===== src/sv/pla_pkg.sv =====
package pla_pkg;

    // Defaults for the top-level parameters.
    localparam int MAX_POINTS_DEF = 256;
    localparam int COORD_BITS_DEF = 16;

    // Fixed widths of the result fields.
    localparam int LEN_BITS = 25;
    localparam int IDX_BITS = 8;
    localparam int CNT_BITS = 9;
    localparam int RES_BITS = 2 * LEN_BITS + IDX_BITS + CNT_BITS;
    localparam int M_TDATA_W = ((RES_BITS + 7) / 8) * 8;

    localparam logic [LEN_BITS-1:0] LEN_MAX = {LEN_BITS{1'b1}};

    // Sequencer states, one-hot.
    typedef enum logic [8:0] {
        ST_IDLE   = 9'b000000001,
        ST_DIFF   = 9'b000000010,
        ST_SQX    = 9'b000000100,
        ST_SQY    = 9'b000001000,
        ST_SUMSQ  = 9'b000010000,
        ST_ROOT   = 9'b000100000,
        ST_ACC    = 9'b001000000,
        ST_UPDATE = 9'b010000000,
        ST_FINISH = 9'b100000000
    } pla_state_t;

    // Handshake between the sequencer and the square-root unit.
    typedef struct packed {
        logic start;
    } pla_sqrt_req_t;

    typedef struct packed {
        logic busy;
        logic done;
    } pla_sqrt_sts_t;

endpackage


===== src/sv/pla_sqrt_unit.sv =====
module pla_sqrt_unit
    import pla_pkg::*;
#(
    parameter int ROOT_W = COORD_BITS_DEF + 1
) (
    input  logic                  aclk,
    input  logic                  aresetn,
    input  pla_sqrt_req_t         req,
    input  logic [2*ROOT_W-1:0]   radicand,
    output pla_sqrt_sts_t         sts,
    output logic [ROOT_W-1:0]     root
);

    // Restoring square root, one result bit (two radicand bits) per cycle.
    localparam int RAD_W = 2 * ROOT_W;
    localparam int CNT_W = $clog2(ROOT_W + 1);
    localparam logic [CNT_W-1:0] LAST_STEP = CNT_W'(ROOT_W - 1);

    logic [RAD_W-1:0]  rad_reg, rad_next;
    logic [ROOT_W+1:0] rem_reg, rem_next;
    logic [ROOT_W-1:0] root_reg, root_next;
    logic [CNT_W-1:0]  step_reg, step_next;
    logic              busy_reg, busy_next;
    logic              done_reg, done_next;

    logic [ROOT_W+1:0] rem_shift;
    logic [ROOT_W+1:0] trial;

    always_comb begin
        rem_shift = {rem_reg[ROOT_W-1:0], rad_reg[RAD_W-1 -: 2]};
        trial     = {root_reg, 2'b01};

        rad_next  = rad_reg;
        rem_next  = rem_reg;
        root_next = root_reg;
        step_next = step_reg;
        busy_next = busy_reg;
        done_next = 1'b0;

        if (req.start) begin
            rad_next  = radicand;
            rem_next  = '0;
            root_next = '0;
            step_next = '0;
            busy_next = 1'b1;
        end else if (busy_reg) begin
            rad_next = {rad_reg[RAD_W-3:0], 2'b00};
            if (rem_shift >= trial) begin
                rem_next  = rem_shift - trial;
                root_next = {root_reg[ROOT_W-2:0], 1'b1};
            end else begin
                rem_next  = rem_shift;
                root_next = {root_reg[ROOT_W-2:0], 1'b0};
            end
            step_next = step_reg + 1'b1;
            if (step_reg == LAST_STEP) begin
                busy_next = 1'b0;
                done_next = 1'b1;
            end
        end
    end

    always_ff @(posedge aclk) begin
        if (!aresetn) begin
            busy_reg <= 1'b0;
            done_reg <= 1'b0;
            step_reg <= '0;
        end else begin
            busy_reg <= busy_next;
            done_reg <= done_next;
            step_reg <= step_next;
        end
        rad_reg  <= rad_next;
        rem_reg  <= rem_next;
        root_reg <= root_next;
    end

    assign sts.busy = busy_reg;
    assign sts.done = done_reg;
    assign root     = root_reg;

    a_start_idle: assert property (@(posedge aclk) disable iff (!aresetn)
        req.start |-> !busy_reg && !done_reg)
        else $error("square root started while busy");

    a_done_ends: assert property (@(posedge aclk) disable iff (!aresetn)
        done_reg |-> !busy_reg)
        else $error("square root done while still stepping");

    a_step_range: assert property (@(posedge aclk) disable iff (!aresetn)
        busy_reg |-> step_reg <= LAST_STEP)
        else $error("square root step count out of range");

endmodule


===== src/sv/polyline_length_accumulator.sv =====
// A point with a segment holds s_axis_tready low from its acceptance through DIFF, SQX, SQY,
// SUMSQ, ROOT, ACC, UPDATE and FINISH, so the next point waits until it is through; ROOT runs
// the bit-serial square root of COORD_BITS + 1 steps. The first point of a polyline frees the
// input after UPDATE and FINISH, a point beyond capacity after FINISH alone.
// A result is valid on m_axis from the edge that frees the input, later if one still waits.
// Reset (aresetn low, synchronous) clears the polyline state and drops any held result.
module polyline_length_accumulator
    import pla_pkg::*;
#(
    parameter int MAX_POINTS = MAX_POINTS_DEF,
    parameter int COORD_BITS = COORD_BITS_DEF
) (
    input  logic                                   aclk,
    input  logic                                   aresetn,
    input  logic                                   s_axis_tvalid,
    output logic                                   s_axis_tready,
    // Fields from bit 0 up: x_coord, y_coord, zero fill.
    input  logic [((2*COORD_BITS+7)/8)*8-1:0]      s_axis_tdata,
    input  logic                                   s_axis_tlast,
    output logic                                   m_axis_tvalid,
    input  logic                                   m_axis_tready,
    // Fields from bit 0 up: total_length, head_offset, head_index, point_count, zero fill.
    output logic [M_TDATA_W-1:0]                   m_axis_tdata,
    // Fields: overflowed.
    output logic                                   m_axis_tuser
);

    // Width plan. A coordinate difference fits COORD_BITS unsigned bits, its
    // square 2*COORD_BITS bits, and the sum of two squares one bit more, so
    // the root needs COORD_BITS+1 bits and COORD_BITS+1 steps.
    localparam int ROOT_W = COORD_BITS + 1;
    localparam int SQ_W   = 2 * COORD_BITS;
    localparam int CNT_W  = $clog2(MAX_POINTS + 1);
    localparam int HP_W   = $clog2(MAX_POINTS);
    localparam int SUM_W  = ((LEN_BITS > ROOT_W) ? LEN_BITS : ROOT_W) + 1;
    localparam int PAD_W  = M_TDATA_W - RES_BITS;

    localparam logic [CNT_W-1:0] CNT_FULL = CNT_W'(MAX_POINTS);

    // Sequencer state.
    pla_state_t state_reg, state_next;

    // Captured request.
    logic signed [COORD_BITS-1:0] x_reg, x_next;
    logic signed [COORD_BITS-1:0] y_reg, y_next;
    logic                         last_reg, last_next;

    // Polyline state.
    logic signed [COORD_BITS-1:0] prev_x_reg, prev_x_next;
    logic signed [COORD_BITS-1:0] prev_y_reg, prev_y_next;
    logic [CNT_W-1:0]             count_reg, count_next;
    logic [LEN_BITS-1:0]          length_reg, length_next;
    logic [LEN_BITS-1:0]          head_sum_reg, head_sum_next;
    logic [HP_W-1:0]              head_pos_reg, head_pos_next;
    logic                         dropped_reg, dropped_next;

    // Segment datapath.
    logic [COORD_BITS-1:0] ax_reg, ax_next;
    logic [COORD_BITS-1:0] ay_reg, ay_next;
    logic [SQ_W-1:0]       prod_reg, prod_next;
    logic [SQ_W-1:0]       sumsq_reg, sumsq_next;

    // Output register; it lets the sequencer move on while a result waits.
    logic                 m_valid_reg, m_valid_next;
    logic [M_TDATA_W-1:0] m_data_reg, m_data_next;
    logic                 m_user_reg, m_user_next;

    logic signed [COORD_BITS:0] dx;
    logic signed [COORD_BITS:0] dy;
    logic [COORD_BITS-1:0]      mul_op;
    logic [SQ_W-1:0]            mul_out;
    logic [SUM_W-1:0]           acc_sum;
    logic [2*ROOT_W-1:0]        radicand;
    logic [ROOT_W-1:0]          seg_root;
    logic [CNT_W+CNT_BITS-1:0]  count_ext;
    logic [HP_W+IDX_BITS-1:0]   head_pos_ext;
    logic                       accept;
    logic                       out_free;

    pla_sqrt_req_t sqrt_req;
    pla_sqrt_sts_t sqrt_sts;

    pla_sqrt_unit #(
        .ROOT_W (ROOT_W)
    ) u_sqrt (
        .aclk     (aclk),
        .aresetn  (aresetn),
        .req      (sqrt_req),
        .radicand (radicand),
        .sts      (sqrt_sts),
        .root     (seg_root)
    );

    // The block takes one point at a time and only while the sequencer is idle.
    assign s_axis_tready = (state_reg == ST_IDLE);
    assign accept        = s_axis_tvalid && s_axis_tready;
    assign out_free      = !m_valid_reg || m_axis_tready;

    // The single multiplier squares dx in one state and dy in the next.
    assign mul_op  = (state_reg == ST_SQX) ? ax_reg : ay_reg;
    assign mul_out = mul_op * mul_op;

    // The sum of squares goes straight into the root unit as it starts.
    assign sqrt_req.start = (state_reg == ST_SUMSQ);
    assign radicand = (2*ROOT_W)'(sumsq_reg) + (2*ROOT_W)'(prod_reg);

    assign dx = {x_reg[COORD_BITS-1], x_reg} - {prev_x_reg[COORD_BITS-1], prev_x_reg};
    assign dy = {y_reg[COORD_BITS-1], y_reg} - {prev_y_reg[COORD_BITS-1], prev_y_reg};

    // Saturating add of the new segment onto the running length.
    assign acc_sum = SUM_W'(length_reg) + SUM_W'(seg_root);

    // Counts are reported through their low bits, zero-extended when narrower.
    assign count_ext    = {{CNT_BITS{1'b0}}, count_reg};
    assign head_pos_ext = {{IDX_BITS{1'b0}}, head_pos_reg};

    always_comb begin
        state_next    = state_reg;
        x_next        = x_reg;
        y_next        = y_reg;
        last_next     = last_reg;
        prev_x_next   = prev_x_reg;
        prev_y_next   = prev_y_reg;
        count_next    = count_reg;
        length_next   = length_reg;
        head_sum_next = head_sum_reg;
        head_pos_next = head_pos_reg;
        dropped_next  = dropped_reg;
        ax_next       = ax_reg;
        ay_next       = ay_reg;
        prod_next     = prod_reg;
        sumsq_next    = sumsq_reg;
        m_valid_next  = m_valid_reg;
        m_data_next   = m_data_reg;
        m_user_next   = m_user_reg;

        if (m_valid_reg && m_axis_tready) begin
            m_valid_next = 1'b0;
        end

        unique case (state_reg)
            ST_IDLE: begin
                if (accept) begin
                    x_next    = s_axis_tdata[COORD_BITS-1:0];
                    y_next    = s_axis_tdata[2*COORD_BITS-1:COORD_BITS];
                    last_next = s_axis_tlast;
                    // A full polyline ignores the point but still honors its end mark.
                    if (count_reg == CNT_FULL) begin
                        dropped_next = 1'b1;
                        state_next   = ST_FINISH;
                    end else if (count_reg == '0) begin
                        state_next = ST_UPDATE;
                    end else begin
                        state_next = ST_DIFF;
                    end
                end
            end
            ST_DIFF: begin
                ax_next    = dx[COORD_BITS] ? COORD_BITS'(-dx) : dx[COORD_BITS-1:0];
                ay_next    = dy[COORD_BITS] ? COORD_BITS'(-dy) : dy[COORD_BITS-1:0];
                state_next = ST_SQX;
            end
            ST_SQX: begin
                prod_next  = mul_out;
                state_next = ST_SQY;
            end
            ST_SQY: begin
                sumsq_next = prod_reg;
                prod_next  = mul_out;
                state_next = ST_SUMSQ;
            end
            ST_SUMSQ: begin
                state_next = ST_ROOT;
            end
            ST_ROOT: begin
                if (sqrt_sts.done) begin
                    state_next = ST_ACC;
                end
            end
            ST_ACC: begin
                if (acc_sum > SUM_W'(LEN_MAX)) begin
                    length_next = LEN_MAX;
                end else begin
                    length_next = acc_sum[LEN_BITS-1:0];
                end
                state_next = ST_UPDATE;
            end
            ST_UPDATE: begin
                // A point at the origin becomes the head; a later one replaces it.
                if (x_reg == '0 && y_reg == '0) begin
                    head_pos_next = count_reg[HP_W-1:0];
                    head_sum_next = length_reg;
                end
                prev_x_next = x_reg;
                prev_y_next = y_reg;
                count_next  = count_reg + 1'b1;
                state_next  = ST_FINISH;
            end
            ST_FINISH: begin
                if (!last_reg) begin
                    state_next = ST_IDLE;
                end else if (out_free) begin
                    m_valid_next  = 1'b1;
                    m_data_next   = {{PAD_W{1'b0}},
                                     count_ext[CNT_BITS-1:0],
                                     head_pos_ext[IDX_BITS-1:0],
                                     head_sum_reg,
                                     length_reg};
                    m_user_next   = dropped_reg;
                    prev_x_next   = '0;
                    prev_y_next   = '0;
                    count_next    = '0;
                    length_next   = '0;
                    head_sum_next = '0;
                    head_pos_next = '0;
                    dropped_next  = 1'b0;
                    state_next    = ST_IDLE;
                end
            end
            default: begin
                state_next = ST_IDLE;
            end
        endcase
    end

    always_ff @(posedge aclk) begin
        if (!aresetn) begin
            state_reg    <= ST_IDLE;
            prev_x_reg   <= '0;
            prev_y_reg   <= '0;
            count_reg    <= '0;
            length_reg   <= '0;
            head_sum_reg <= '0;
            head_pos_reg <= '0;
            dropped_reg  <= 1'b0;
            m_valid_reg  <= 1'b0;
        end else begin
            state_reg    <= state_next;
            prev_x_reg   <= prev_x_next;
            prev_y_reg   <= prev_y_next;
            count_reg    <= count_next;
            length_reg   <= length_next;
            head_sum_reg <= head_sum_next;
            head_pos_reg <= head_pos_next;
            dropped_reg  <= dropped_next;
            m_valid_reg  <= m_valid_next;
        end
        x_reg      <= x_next;
        y_reg      <= y_next;
        last_reg   <= last_next;
        ax_reg     <= ax_next;
        ay_reg     <= ay_next;
        prod_reg   <= prod_next;
        sumsq_reg  <= sumsq_next;
        m_data_reg <= m_data_next;
        m_user_reg <= m_user_next;
    end

    assign m_axis_tvalid = m_valid_reg;
    assign m_axis_tdata  = m_data_reg;
    assign m_axis_tuser  = m_user_reg;

    a_root_in_root_state: assert property (@(posedge aclk) disable iff (!aresetn)
        (sqrt_sts.busy || sqrt_sts.done) |-> state_reg == ST_ROOT)
        else $error("square root active outside the root state");

    a_count_bound: assert property (@(posedge aclk) disable iff (!aresetn)
        count_reg <= CNT_FULL)
        else $error("point count beyond capacity");

    a_result_clears: assert property (@(posedge aclk) disable iff (!aresetn)
        (state_reg == ST_FINISH && last_reg && out_free)
            |=> m_valid_reg && count_reg == '0 && !dropped_reg)
        else $error("result issued without clearing the polyline");

    a_head_before_count: assert property (@(posedge aclk) disable iff (!aresetn)
        (count_reg != '0) |-> (CNT_W'(head_pos_reg) < count_reg))
        else $error("head index not below point count");

endmodule


===== config.mk =====
export PLATFORM = sky130hd
export DESIGN_NAME = polyline_length_accumulator
export DESIGN_NICKNAME = d
export VERILOG_FILES = /design/src/sv/pla_pkg.sv /design/src/sv/pla_sqrt_unit.sv /design/src/sv/polyline_length_accumulator.sv
export SDC_FILE = /design/constraint.sdc
export NUM_CORES = 1
export LEC_CHECK = 0
export BUFFER_PORTS_ARGS = -buffer_cell sky130_fd_sc_hd__buf_2
export CELL_PAD_IN_SITES_DETAIL_PLACEMENT = 1
export CELL_PAD_IN_SITES_GLOBAL_PLACEMENT = 1
export CORE_MARGIN = 10
export CORE_UTILIZATION = 54
export DETAILED_ROUTE_END_ITERATION = 16
export PLACE_DENSITY_LB_ADDON = 0.05
export SLEW_MARGIN = 10
export SYNTH_ARGS = -nofsm -noshare
export SYNTH_HDL_FRONTEND = slang
export SYNTH_SLANG_ARGS = --single-unit

===== constraint.sdc =====
create_clock -name aclk -period 11.5 [get_ports aclk]
set_input_delay 0 -clock aclk [delete_from_list [all_inputs] [get_ports aclk]]
set_output_delay 0 -clock aclk [all_outputs]
set_load 0.01 [all_outputs]

Yosys cells after proc, flatten, opt, wreduce, memory -nomap -nowiden

Cells that the tools add are included.
Widths: inputs -> output; s select.

Register bits: 382
Latch bits: 0
Memory bits (writable): 0
Bits in read-only memories: 0
Input bits: 37
Output and inout port bits: 75
Word-level logic and storage cells: 122
Memories kept: 0

$add $sub $neg: 9
Multipliers: 1
Div/mod/pow operators: 0
Magnitude comparators: 2
Eq/ne operators: 18
Shift-type cells: 0
Multiplexer cells: 44
Bitwise logic cells: 2
Reductions and logical operators: 22

Operator list:

| kind                 | count |
|---|---|
| $mux 25              | 4 |
| $pmux 25 s2          | 2 |
| $pmux 9 s9           | 1 |
| $mux 16              | 5 |
| $mux 34              | 2 |
| $pmux 16 s2          | 2 |
| $mux 9               | 7 |
| $sub 16x16->17       | 2 |
| $add 32x32->33       | 1 |
| $logic_not 16->1     | 2 |
| $mul 16x16->32       | 1 |
| $mux 8               | 4 |
| $neg 16->16          | 2 |
| $add 25x17->26       | 1 |
| $gt 26x25->1 const B | 1 |
| $ge 19x19->1         | 1 |
| $eq 9x9->1 const B   | 2 |
| $pmux 9 s2           | 1 |
| $mux 17              | 1 |
| $sub 17x17->17       | 1 |
| $pmux 8 s2           | 1 |
| $mux 1               | 13 |
| $reduce_and 3->1     | 4 |
| $add 9x1->9 const B  | 1 |
| 25 further kinds     | 36 |

Longest topological paths before layout

Gate-level depths: netlist of run 1.

Depth after elaboration: 5
Mapped depth: 29
Mapped depth without buffers: 27

Modules after synthesis

Synthesis of run 1 repeated with hierarchy kept, for this count alone.

Cells, all modules: 2,571
Area, all modules: 26,017.5 um^2

Modules (own cells, without submodules):

| module                      | instances | cells each | area an instance (um^2) | sequential area each (um^2) |
|---|---|---|---|---|
| polyline_length_accumulator | 1         | 2,155      | 21,833.4                | 8,057.7 |
| pla_sqrt_unit               | 1         | 416        | 4,184.0                 | 1,841.8 |

Worst setup path after synthesis of run 1

OpenSTA, ideal clock, no wires.

Path type: register to register
Start point: register state_reg[1]
End point: register prod_reg[31] (data pin)
Setup time: 0.269 ns
Data arrival time: 7.471 ns
Required time: 11.231 ns
Setup slack: 3.760 ns
Stages on the path, launching flop included: 27
Path buffers: 1
Clock period less this slack: 7.740 ns
Path through: dfxtp_1 nor4_1 nand4b_1 buf_2 mux2i_1 clkinv_1 nand2_1 inv_1 fa_1 inv_1 fa_1 inv_1 fa_1 fa_1 fa_1 inv_1 fa_1 inv_1 ha_1 a21o_1 a211o_1 a221oi_2 o22ai_1 a2111oi_2 o21ai_1 a2111oi_0 nor3_1

Word-level cells in the longest chain between the ends: 3

Ends and longest elaborated chain:

| element                | line                               | source |
|---|---|---|
| start, declared        | polyline_length_accumulator.sv:41  | `pla_state_t state_reg, state_next;` |
| start signal, assigned | polyline_length_accumulator.sv:238 | `state_reg <= state_next;` |
| $eq 9x3->1             | polyline_length_accumulator.sv:100 | `assign mul_op = (state_reg == ST_SQX) ? ax_reg : ay_reg;` |
| $mux 16                | polyline_length_accumulator.sv:100 |  |
| $mul 16x16->32         | polyline_length_accumulator.sv:101 | `assign mul_out = mul_op * mul_op;` |
| net mul_out[31]        | polyline_length_accumulator.sv:71  | `logic [SQ_W-1:0] mul_out;` |
| end signal, assigned   | polyline_length_accumulator.sv:253 | `prod_reg <= prod_next;` |
| end, declared          | polyline_length_accumulator.sv:60  | `logic [SQ_W-1:0] prod_reg, prod_next;` |

The timed path passes the listed nets, and every way through them passes these cells.
A chain may end at the register's enable or synchronous reset.

Final worst setup path of run 1

Start point: register state_reg[3]
End point: register prod_reg[31] (data pin)

Same word-level chain as after synthesis.

==> results of run 1 <==
power breakdown:
part / switching (mW) / leakage [nW] / internal [mW] / total [mW]
registers: 0.0312 / 3.43 / 1.51 / 1.54
logic: 0.445 / 8.17 / 0.290 / 0.736
clock network: 0.579 / 0.647 / 0.746 / 1.32
total: 1.06 / 12.2 / 2.54 / 3.60
layer usage:
layer	wire, um	share of wire [%]	track usage (%)	up-vias
met1	29300	41	29.4	9707
met3	2570	3.6	3.42	128
li1	-	-	-	9094
met2	37000	52	46.7	364
met5	0	0	0	-
met4	2060	2.9	8.10	0
final timing paths:
path	from	depth (start not counted)	to
max	state_reg[3]	26	prod_reg[31]
min	s_axis_tdata[18]	2	y_reg[2]
max reg2reg	state_reg[3]	26	prod_reg[31]
min reg2reg	head_sum_reg[17]	0	m_axis_tdata[42]
cells in the final DEF (no fill, tap or decap), drive strengths merged, types with 93 or more instances in the layout:
cell	netlist	routed
buf	11	128
xnor2	93	93
a21oi	144	144
nand2	236	236
dfxtp	151	151
inv	344	346
nor2	197	197
edfxtp	229	229
o21ai	126	126
fa	169	169
ha	198	198
logic make-up (layout without fill, tap and decap cells):
kind of cell	count (synthesis)	in the layout	synth area share, %
flops	380	380	38.7
mux	53	53	2.15
buf+inv	427	595	6.37
fa+ha+maj	367	367	22.9
compound gates	508	508	12.7
simple gates	693	693	12.7
other cells	1	5	0.0147
xor+xnor	130	130	4.52
timing repair:
| item | in CTS | in global routing |
|---|---|---|
| hold buffers | 37 | 0 |
| resized for setup | 0 | 0 |
| hold endpoints to repair | 49 | 0 |
layout make-up:
type / instances / area, um^2
clock buffers: 60 / 1180
clock inverters: 19 / 148
fillers: 5163 / 18300
inverters: 351 / 1320
multi-input cells: 1756 / 14100
flip-flops and latches: 380 / 9900
well taps: 607 / 759
repair buffers: 165 / 1070
critical path, stage by stage, from the launching register on:
cell	delay [ns]
dfxtp_1	0.36
nor4_1	0.47
nand4b_1	0.15
buf_4	0.27
mux2i_1	0.64
clkinv_1	0.55
nand2_1	0.25
inv_1	0.08
fa_1	0.50
inv_1	0.05
fa_1	0.47
inv_1	0.05
fa_1	0.51
fa_1	0.46
fa_1	0.55
inv_1	0.06
fa_1	0.54
inv_1	0.05
ha_1	0.38
a21o_1	0.22
a211o_1	0.29
a221oi_2	0.30
o22ai_1	0.19
a2111oi_2	0.41
o21ai_1	0.20
a2111oi_0	0.44
nor3_1	0.11
Yosys cell counts (13+ instances only):
library cell	number	area [um^2]
inv_1	344	1290
nand2_1	236	886
edfxtp_1	229	6880
ha_1	198	2480
nor2_1	197	739
fa_1	169	3380
dfxtp_1	151	3020
a21oi_1	144	721
o21ai_0	119	596
xnor2_1	93	815
clkbuf_1	64	240
nand3_1	64	320
mux2i_1	39	390
a22oi_1	36	270
xor2_1	36	315
a21o_1	34	255
nor3_1	34	170
nand4_1	26	163
a31oi_1	20	125
a211oi_1	18	135
nor4_1	17	106
or3_1	17	106
o21bai_1	16	120
nor2b_1	14	87.6
and2_1	13	81.3
and3_1	13	81.3
mux2_2	13	146
o211ai_1	13	97.6
o21a_1	13	97.6
through the flow:
| stage | instances | hold slack [ns] | power, mW | util, % | cell area, um^2 |
|---|---|---|---|---|---|
| 2_1_floorplan | 2563 | 0.0989 | 2.09 | - | 25600 |
| 3_3_place_gp | 3222 | 0.177 | 2.24 | 57.3 | 26800 |
| 3_5_place_dp | 3222 | 0.179 | 2.28 | 57.3 | 26800 |
| 4_1_cts | 3338 | 0.105 | 3.62 | 60.9 | 28500 |
| 5_1_grt | 3338 | 0.139 | 3.76 | 60.9 | 28500 |
| 6_report | 3338 | 0.130 | 3.60 | 60.9 | 28500 |
==> flow_metrics.tcl, run 1 <==
set metrics [dict create \
    vias 19300 \
    end_kind "flip-flop" \
    gp_congestion 0.893 \
    grt_usage_pct 25.2 \
    fp.dieH_um 238 \
    routed_via_density 5.78 \
    synth_edf_count 229 \
    dieArea_mm2 0.0565 \
    final-setup-viol-count 0 \
    hpwl_um 52900 \
    finalClockSkew_ns 0.0210 \
    die_x_um 238 \
    path_class "reg -> reg" \
    clk_latency_ns 0.58 \
    clk_pin_slew_ns 0.06 \
    htree_levels 2 \
    wl_per_cell_um 21.2 \
    ys_seq_area_share_pct 38.7 \
    grt_pass1_wl_um 114000 \
    syn_avg_cell_area_um2 10.0 \
    r2r_slack_ns 2.67 \
    ys_types 85 \
    fin_crit_sh_pct 76.8 \
    cts_buffer_depth 3 \
    cts_tree "yes" \
    status "complete, no violations" \
    fmax_ghz 0.113 \
    syn_inst 2559 \
    drt_iter0_drc 846 \
    area_delta_synth_final_pct 11.3 \
    ys_ff_latch 380 \
    hold_path.class "in -> reg" \
    drtAntennaViolNets 0 \
    drive_gt1_share_pct 8.71 \
    port_buffers 106 \
    drtPass1Iterations 7 \
    min_period_ns 8.83 \
    synth_warnings 0 \
    powerDensity_mw_per_mm2 126 \
    crit_arrival_ns 9.15 \
    worst_slew_pin_slew_ns 1.18 \
    slew_viol_final 0 \
    max-slew-margin-rel_pct 21.4 \
    n_antenna_cell 0 \
    routed_wl_um 70900 \
    antenna_found_initial 0 \
    io_pins 112 \
    cap_viol_max_count 0 \
    setup_ws_ns 2.67 \
    nets 3101 \
    overflow 0 \
    cts.sinks 380 \
    coreArea_mm2 0.0468 \
    grt_pass1_vias 21100 \
    finalHoldViolCount 0 \
    clockRootBuffer "clkbuf_16" \
    critPathLaunchType "flip-flop" \
    fin_setup_tns_ns 0 \
    p_leak_nw 12.2 \
    largest_reg_flops 67 \
    post-place-ws_ns 2.76 \
    drc_errors 0 \
    async_reset_ff_share_pct 0 \
    synth_top_flop_cell "edfxtp_1" \
    cts_setup_buffers 0 \
    worstPathRequired_ns 11.82 \
    grt_max_degree 78 \
    cts_buffers 43 \
    rsz0062_at_grt "no" \
    rows 79 \
    initial_core_util_pct 54.7 \
    peakVddDrop_v 0.000165 \
    crit_path_max_fanout 22 \
    syn_area_mm2 0.0256 \
]
Power figures use the tool's default switching activity.
==> inputs of run 2 (changes only) <==
--- a/config.mk
+++ b/config.mk
@@ -5,11 +5,12 @@
 export SDC_FILE = /design/constraint.sdc
 export NUM_CORES = 1
 export LEC_CHECK = 0
+export ABC_AREA = 1
 export BUFFER_PORTS_ARGS = -buffer_cell sky130_fd_sc_hd__buf_2
 export CELL_PAD_IN_SITES_DETAIL_PLACEMENT = 1
 export CELL_PAD_IN_SITES_GLOBAL_PLACEMENT = 1
 export CORE_MARGIN = 10
-export CORE_UTILIZATION = 54
+export CORE_UTILIZATION = 44
 export DETAILED_ROUTE_END_ITERATION = 16
 export PLACE_DENSITY_LB_ADDON = 0.05
 export SLEW_MARGIN = 10
==> constraint.sdc (replaced) <==
create_clock -name aclk -period 8 [get_ports aclk]
set_input_delay 0 -clock aclk [delete_from_list [all_inputs] [get_ports aclk]]
set_output_delay 0 -clock aclk [all_outputs]
set_load 0.01 [all_outputs]
==> flow_metrics.tcl, run 2 <==
set metrics [dict create \
    synth.most_common_cell "nand2_1" \
    grt_usage_pct 21.7 \
    n_antenna_cell 0 \
    post-place-ws_ns 0.623 \
    crit_end "prod_reg[23]" \
    r2r_slack_ns 0.65 \
    grt_max_degree 70 \
    fmax_ghz 0.136 \
    rr_endpoint "prod_reg[23]" \
    ys_ff_latch 380 \
    async_reset_ff_share_pct 0 \
    min_period_ns 7.35 \
    gp_congestion 0.892 \
    clk_pin_slew_ns 0.07 \
    drt_iter0_drc 1086 \
    synth_edf_count 229 \
    mostFrequentLayoutCell "nand2_1" \
    cts_buffers 46 \
    io_pins 112 \
    cts.sinks 380 \
    initial_core_util_pct 44.5 \
    peakVddDrop_v 0.000177 \
    cap_viol_max_count 0 \
    rows 91 \
    fin_setup_tns_ns 0 \
    grt_pass1_wl_um 130000 \
    cts_buffer_depth 3 \
    finalHoldViolCount 0 \
    r2r-start "state_reg[6]" \
    path_class "reg -> reg" \
    critPathLaunchType "flip-flop" \
    fp.dieH_um 270 \
    p_leak_nw 14.1 \
    final-setup-viol-count 0 \
    port_buffers 106 \
    cts-resized-gates 0 \
    vias 22300 \
    slew_viol_final 0 \
    wl_per_cell_um 18.3 \
    syn_inst 3306 \
    routed_via_density 5.16 \
    fin_crit_sh_pct 91.8 \
    ys_seq_area_share_pct 35.9 \
    cts_tree "yes" \
    antenna_found_initial 0 \
    startpoint "state_reg[6]" \
    coreArea_mm2 0.0618 \
    synthTopCellsByCount "nand2_1 (785), inv_1 (549), nor2_1 (256)" \
    hold_path.class "in -> reg" \
    setup_ws_ns 0.653 \
    grt_pass1_vias 24300 \
    area_delta_synth_final_pct 11.9 \
    rsz0062_at_grt "no" \
    worstPathRequired_ns 8.33 \
    overflow 0 \
    synth_area_leaders "edfxtp_1 (25%), fa_1 (12%), dfxtp_1 (11%)" \
    dieArea_mm2 0.0730 \
    drc_errors 0 \
    ys_types 57 \
    die_x_um 270 \
    syn_area_mm2 0.0275 \
    r2r.worst_path.cells 25 \
    synth_top_flop_cell "edfxtp_1" \
    max-slew-margin-rel_pct 23.5 \
    nets 3854 \
    yosysTopAreaCell "edfxtp_1" \
    clockRootBuffer "clkbuf_16" \
    crit_arrival_ns 7.68 \
    synth_warnings 0 \
    crit_path_max_fanout 20 \
    largest_reg_flops 67 \
    synth_top_area_share_pct 25.0 \
    drtAntennaViolNets 0 \
    powerDensity_mw_per_mm2 199 \
    syn_avg_cell_area_um2 8.33 \
    end_kind "flip-flop" \
    final_cell_mix "nand2_1 (785), inv_1 (548), nor2_1 (255), a21oi_1 (234), edfxtp_1 (229)" \
    htree_levels 2 \
    routed_wl_um 79000 \
    clk_latency_ns 0.60 \
    hpwl_um 63200 \
    drtPass1Iterations 5 \
    status "complete, no violations" \
    drive_gt1_share_pct 8.00 \
    worst_slew_pin_slew_ns 1.14 \
    finalClockSkew_ns 0.0355 \
]
## run 2: worst min-delay path by stage
| stage | end | from | cells after the start | slack (ns) |
|---|---|---|---|---|
| finish | y_reg[14] | s_axis_tdata[30] | 2 | 0.11 |
| global route | x_reg[14] | s_axis_tdata[14] | 2 | 0.09 |
| CTS | x_reg[11] | s_axis_tdata[11] | 2 | 0.07 |
| detailed placement | x_reg[10] | s_axis_tdata[10] | 1 | 0.18 |
| global placement | x_reg[7] | s_axis_tdata[7] | 1 | 0.18 |
| floorplan | last_reg | s_axis_tlast | 0 | 0.1 |
## run 2: where the power goes
group	total, mW	internal (mW)	switching, mW
sequential	2.31	2.23	0.0780
clock	2.13	1.24	0.885
combinational	1.70	0.574	1.12
## run 2: cell families after synthesis
family	share of synthesized area (%)
compound gates	9.68
xor+xnor	3.30
fa+ha+maj	21.3
buf+inv	9.12
flops	35.9
other cells	0.0136
simple gates	20.7
## run 2: area by class of cell
type                    instances  area, um^2
clock inverters                19         194
inverters                     580        2180
well taps                     837        1050
multi-input cells            2284       15200
fillers                      7458       31000
flip-flops and latches        380        9900
repair buffers                158        1010
clock buffers                  66        1340
## run 2: layer usage
metal	share of wire, %	vias up	track usage [%]
met2	50	293	39.4
met3	3.2	77	2.46
li1	-	10900	-
met1	44	11000	27.3
met5	0	-	0
met4	1.9	0	4.85
## run 2: repair_timing
action / 4_1_cts / 5_1_grt
hold buffers: 36 / 0
setup buffers: 0 / 0
hold endpoints to repair: 37 / 0
endpoints found under the setup margin: 0 / 0
## run 2: stage by stage
stage	cells	hold slack, ns	area, um^2	utilization, %	power, mW
2_1_floorplan	3310	0.0989	27600	-	3.56
3_3_place_gp	4203	0.176	28900	46.8	4.00
3_5_place_dp	4203	0.179	28900	46.8	4.04
4_1_cts	4324	0.0749	30800	49.9	6.21
5_1_grt	4324	0.0904	30800	49.9	6.54
6_report	4324	0.107	30800	49.9	6.13
## run 2: critical path, cell delays in order (launching register included)
cell     delay, ns
dfxtp_1       0.32
nor2_2        0.17
nand2_2       0.12
nor3_4        0.18
nand3_4       0.30
buf_4         0.30
o21ai_4       0.26
inv_2         0.18
nor2_1        0.25
inv_1         0.10
fa_1          0.53
fa_1          0.55
inv_1         0.06
fa_1          0.52
fa_1          0.45
fa_1          0.54
inv_1         0.05
fa_1          0.52
inv_1         0.04
ha_1          0.34
nand2_1       0.15
nor2_1        0.25
nand2_1       0.09
o21ai_0       0.46
a31oi_1       0.18
xnor2_1       0.16
